`src/design/fla_pkg.sv`:
```
`timescale 1ns / 1ps

package fla_pkg;

	localparam int unsigned IDX_W    = 10;
	localparam int unsigned LINK_W   = 11;
	localparam int unsigned RESULT_W = 11;

	typedef enum logic [1:0] {
		REQ_GET   = 2'd0,
		REQ_PUT   = 2'd1,
		REQ_WRITE = 2'd2,
		REQ_READ  = 2'd3
	} req_type_t;

	localparam logic STATUS_OK        = 1'b0;
	localparam logic STATUS_EXHAUSTED = 1'b1;

	typedef struct packed {
		req_type_t           req_type;
		logic [IDX_W-1:0]    entry_index;
		logic [LINK_W-1:0]   link_value;
	} req_t;

	typedef struct packed {
		logic                status;
		logic [RESULT_W-1:0] result_index;
	} rsp_t;

	// controller -> datapath
	typedef struct packed {
		logic init_wr;
		logic accept;
		logic finish;
	} cmd_t;

	// datapath -> controller
	typedef struct packed {
		logic init_last;
		logic out_valid;
	} sts_t;

endpackage

```
`src/design/fla_ctrl.sv`:
```
`timescale 1ns / 1ps

module fla_ctrl (
	input  logic          clk,
	input  logic          arst_n,
	input  logic          req_valid,
	input  logic          rsp_ready,
	input  fla_pkg::sts_t sts,
	output logic          req_ready,
	output fla_pkg::cmd_t cmd
);

	typedef enum logic [2:0] {
		ST_INIT = 3'b001,
		ST_IDLE = 3'b010,
		ST_MEM  = 3'b100
	} state_t;

	state_t state_q;
	state_t state_d;

	assign req_ready = (state_q == ST_IDLE) && (!sts.out_valid || rsp_ready);

	always_comb begin
		state_d     = state_q;
		cmd.init_wr = 1'b0;
		cmd.accept  = 1'b0;
		cmd.finish  = 1'b0;
		unique case (state_q)
			ST_INIT: begin
				cmd.init_wr = 1'b1;
				if (sts.init_last) begin
					state_d = ST_IDLE;
				end
			end
			ST_IDLE: begin
				cmd.accept = req_valid && req_ready;
				if (cmd.accept) begin
					state_d = ST_MEM;
				end
			end
			ST_MEM: begin
				cmd.finish = 1'b1;
				state_d    = ST_IDLE;
			end
			default: begin
				state_d = ST_INIT;
			end
		endcase
	end

	always_ff @(posedge clk or negedge arst_n) begin
		if (!arst_n) begin
			state_q <= ST_INIT;
		end else begin
			state_q <= state_d;
		end
	end

	// result slot must be free when a transfer completes its memory cycle
	slot_free: assert property (@(posedge clk) disable iff (!arst_n)
		state_q == ST_MEM |-> !sts.out_valid)
		else $error("result slot busy at finish");

	acc_to_mem: assert property (@(posedge clk) disable iff (!arst_n)
		cmd.accept |=> state_q == ST_MEM ##1 sts.out_valid)
		else $error("accepted request did not produce a result");

	init_done: assert property (@(posedge clk) disable iff (!arst_n)
		state_q == ST_INIT && sts.init_last |=> state_q == ST_IDLE && !sts.out_valid)
		else $error("link init did not end cleanly");

endmodule

```
`config.mk`:
```
export PLATFORM = sky130hd
export DESIGN_NAME = fla_ctrl
export DESIGN_NICKNAME = d
export VERILOG_FILES = /design/src/design/fla_pkg.sv /design/src/design/fla_ctrl.sv
export SDC_FILE = /design/constraint.sdc
export NUM_CORES = 1
export LEC_CHECK = 0
export BUFFER_PORTS_ARGS = -buffer_cell sky130_fd_sc_hd__buf_2
export CAP_MARGIN = 20
export CORE_AREA = 5 5 42 44
export CTS_CLUSTER_DIAMETER = 80
export DETAILED_ROUTE_END_ITERATION = 8
export DIE_AREA = 0 0 47 49
export SYNTH_ARGS = -nofsm -noshare
export SYNTH_HDL_FRONTEND = slang
export SYNTH_SLANG_ARGS = --single-unit
```
`constraint.sdc`:
```
create_clock -name clk -period 1.72 [get_ports clk]
set_input_delay 0.172 -clock clk [delete_from_list [all_inputs] [get_ports clk]]
set_output_delay 0.172 -clock clk [all_outputs]
set_load 0.1 [all_outputs]
```
==> flow_summary.ini <==
[yosys]
synth_nets = 22
synth.avg_cell_area_um2 = 9.85
synth_cells = 16
synth_commonest_cells = dfrtp_1 (2), nor2_1 (2), nor2b_1 (2)
yosys.cell_types.count = 13
yosysWarnings = 0
synth.area.top_cells = dfrtp_1 (32%), dfstp_2 (17%), nor2b_1 (7.9%)
yosys.area.top_type = dfrtp_1
synth_edf_count = 0
synthArstFlopShare_pct = 100
synthFlopType = dfrtp_1
synth.ff_latch_count = 3
syn-cell-area_um2 = 158
synth_top_cell_area_share_pct = 31.7
yosysSeqAreaShare_pct = 48.4

[finish]
top_register = state_q
nFillCells = 164
stdcell_area_um2 = 282
largest_register_ffs = 3
fin_cells = 46
area_growth_pct = 78.6
final_common_cell = buf_2
fin_nets = 37
final_cell_mix = buf_2 (7), clkbuf_4 (5), nor2_1 (2), dfrtp_1 (2)
post-route-util_pct = 20.1
reg_top3 = state_q x3
antenna_cells = 0
drive_above_1_share_pct = 56.7

[power]
power_frac_clock_pct = 22.7
p_per_area_nw_per_um2 = 1980
ir_drop_uv = 557
leakage_nw = 0.131
internal_power_mw = 0.257
power_mw = 0.558
swShare_pct = 53.9
combPwrFrac_pct = 52.0
power_frac_seq_pct = 25.3
p_sw_mw = 0.301

[floorplanning]
initial_core_util_pct = 11.2
die_w_um = 47
io_pins = 10
core_area_um2 = 1400
fp.dieH_um = 49
die_area_um2 = 2300
row_count = 14

[sta]
worst_slack_ns = 0.157
relSlewSlack_pct = 67.9
finalSetupTns_ns = 0
max_clock_freq_mhz = 640
rsz0062_at_grt = no
whs_ns = 0.265
clock_skew_ns = 0.00139
fin_crit_sh_pct = 90.9
hold_violations = 0
worst_pin_slew_ns = 0.484
setup_violations = 0
drv_slew = 0
fin_crit_ns = 1.56

[global_route]
first_global_vias = 181
antenna_found_initial = 0
grt_start_max_net_pins = 6
grt_usage_pct = 4.65
grt_pass1_wl_um = 676
overflow = 0

[placed_design]
place_congestion = 0.597
port_buffers = 9
placed_area_um2 = 240
place_inst = 41
place_ws_ns = 0.357

[clock_tree]
clkSlewWorstSetupHoldPaths_ns = 0.04
clock_sinks = 3
numCtsBuffers = 3
cts.path.max_buffers = 2
htreeDepth = 1
cts-root-buf = clkbuf_4
post-cts-setup-buffer-count = 0
tritoncts = yes
clk_latency_ns = 0.23

[setup_path]
critPathArrivalTime_ns = 1.39
r2r_cells = 3
critPathCaptureType = output port
cp_max_fo = 4
rrSetupSlack_ns = 0.64
critPathLaunchType = register
required_ns = 1.55
crit_type = register to output port

[run_status]
outcome = completed

[worst_hold_path]
hold_class = input port to async pin

[detailed_routing]
drt_pass1_iterations = 1
drt-initial-drc-count = 0
ant_nets = 0
routed_wl_um = 410
drt-vias-per-instance = 3.52
num_vias = 162
drc_errors = 0
wl_per_cell_um = 8.91

[flow_run]
cap_violations = 0
==> final timing paths <==
kind | start | end
worst max-delay path | state_q[0]$_DFFE_PN1P_ | cmd[2]
worst min-delay path | arst_n | state_q[2]$_DFFE_PN0P_
worst max register to register | state_q[0]$_DFFE_PN1P_ | state_q[0]$_DFFE_PN1P_
worst min register to register | state_q[2]$_DFFE_PN0P_ | state_q[2]$_DFFE_PN0P_
max in group asynchronous | arst_n | state_q[0]$_DFFE_PN1P_
min in group clk | sts[0] | state_q[2]$_DFFE_PN0P_
==> cells by family after synthesis <==
logic type / Yosys count / synth area share, %
buffers and inverters: 1 / 2.38
flip-flops: 3 / 48.4
AND/OR/NAND/NOR: 9 / 38.1
AO/OA/AOI/OAI: 3 / 11.1
==> cell type report <==
cell class	count	area, um2	share of cell area, %
timing repair buffer	10	60.1	21.3
multi-input combinational	12	95.1	33.8
sequential	3	76.3	27.1
inverter	1	3.75	1.33
clock buffer	4	26.3	9.33
tap	16	20.0	7.11
==> routing by layer <==
layer | GRT usage, % | share of wire (%) | vias up
li1 | - | - | 82
met1 | 4.86 | 41 | 71
met2 | 5.20 | 45 | 9
met3 | 3.32 | 14 | 0
met4 | 5.53 | 0 | 0
met5 | 0 | 0 | -
==> power groups by stage <==
| stage | sequential [mW] | combinational [mW] | clock, mW |
|---|---|---|---|
| 5_1_grt | 0.146 | 0.309 | 0.139 |
| 3_5_place_dp | 0.142 | 0.287 | 0 |
| 4_1_cts | 0.140 | 0.290 | 0.133 |
| 2_1_floorplan | 0.134 | 0.250 | 0 |
| 3_3_place_gp | 0.138 | 0.285 | 0 |
| 6_report | 0.141 | 0.290 | 0.127 |
==> worst max-delay path, cell delays in order, from the launching register on <==
cell and delay, ns:
dfstp_2 0.56, nor3b_2 0.16, buf_2 0.44
==> repair_timing <==
| item | in CTS | in global routing |
|---|---|---|
| setup endpoints to repair | 0 | 2 |
| gates resized for setup | 0 | 2 |
| endpoints found under the hold margin | 3 | 0 |
| hold buffers | 1 | 0 |
(Power assumes the default switching activity.)
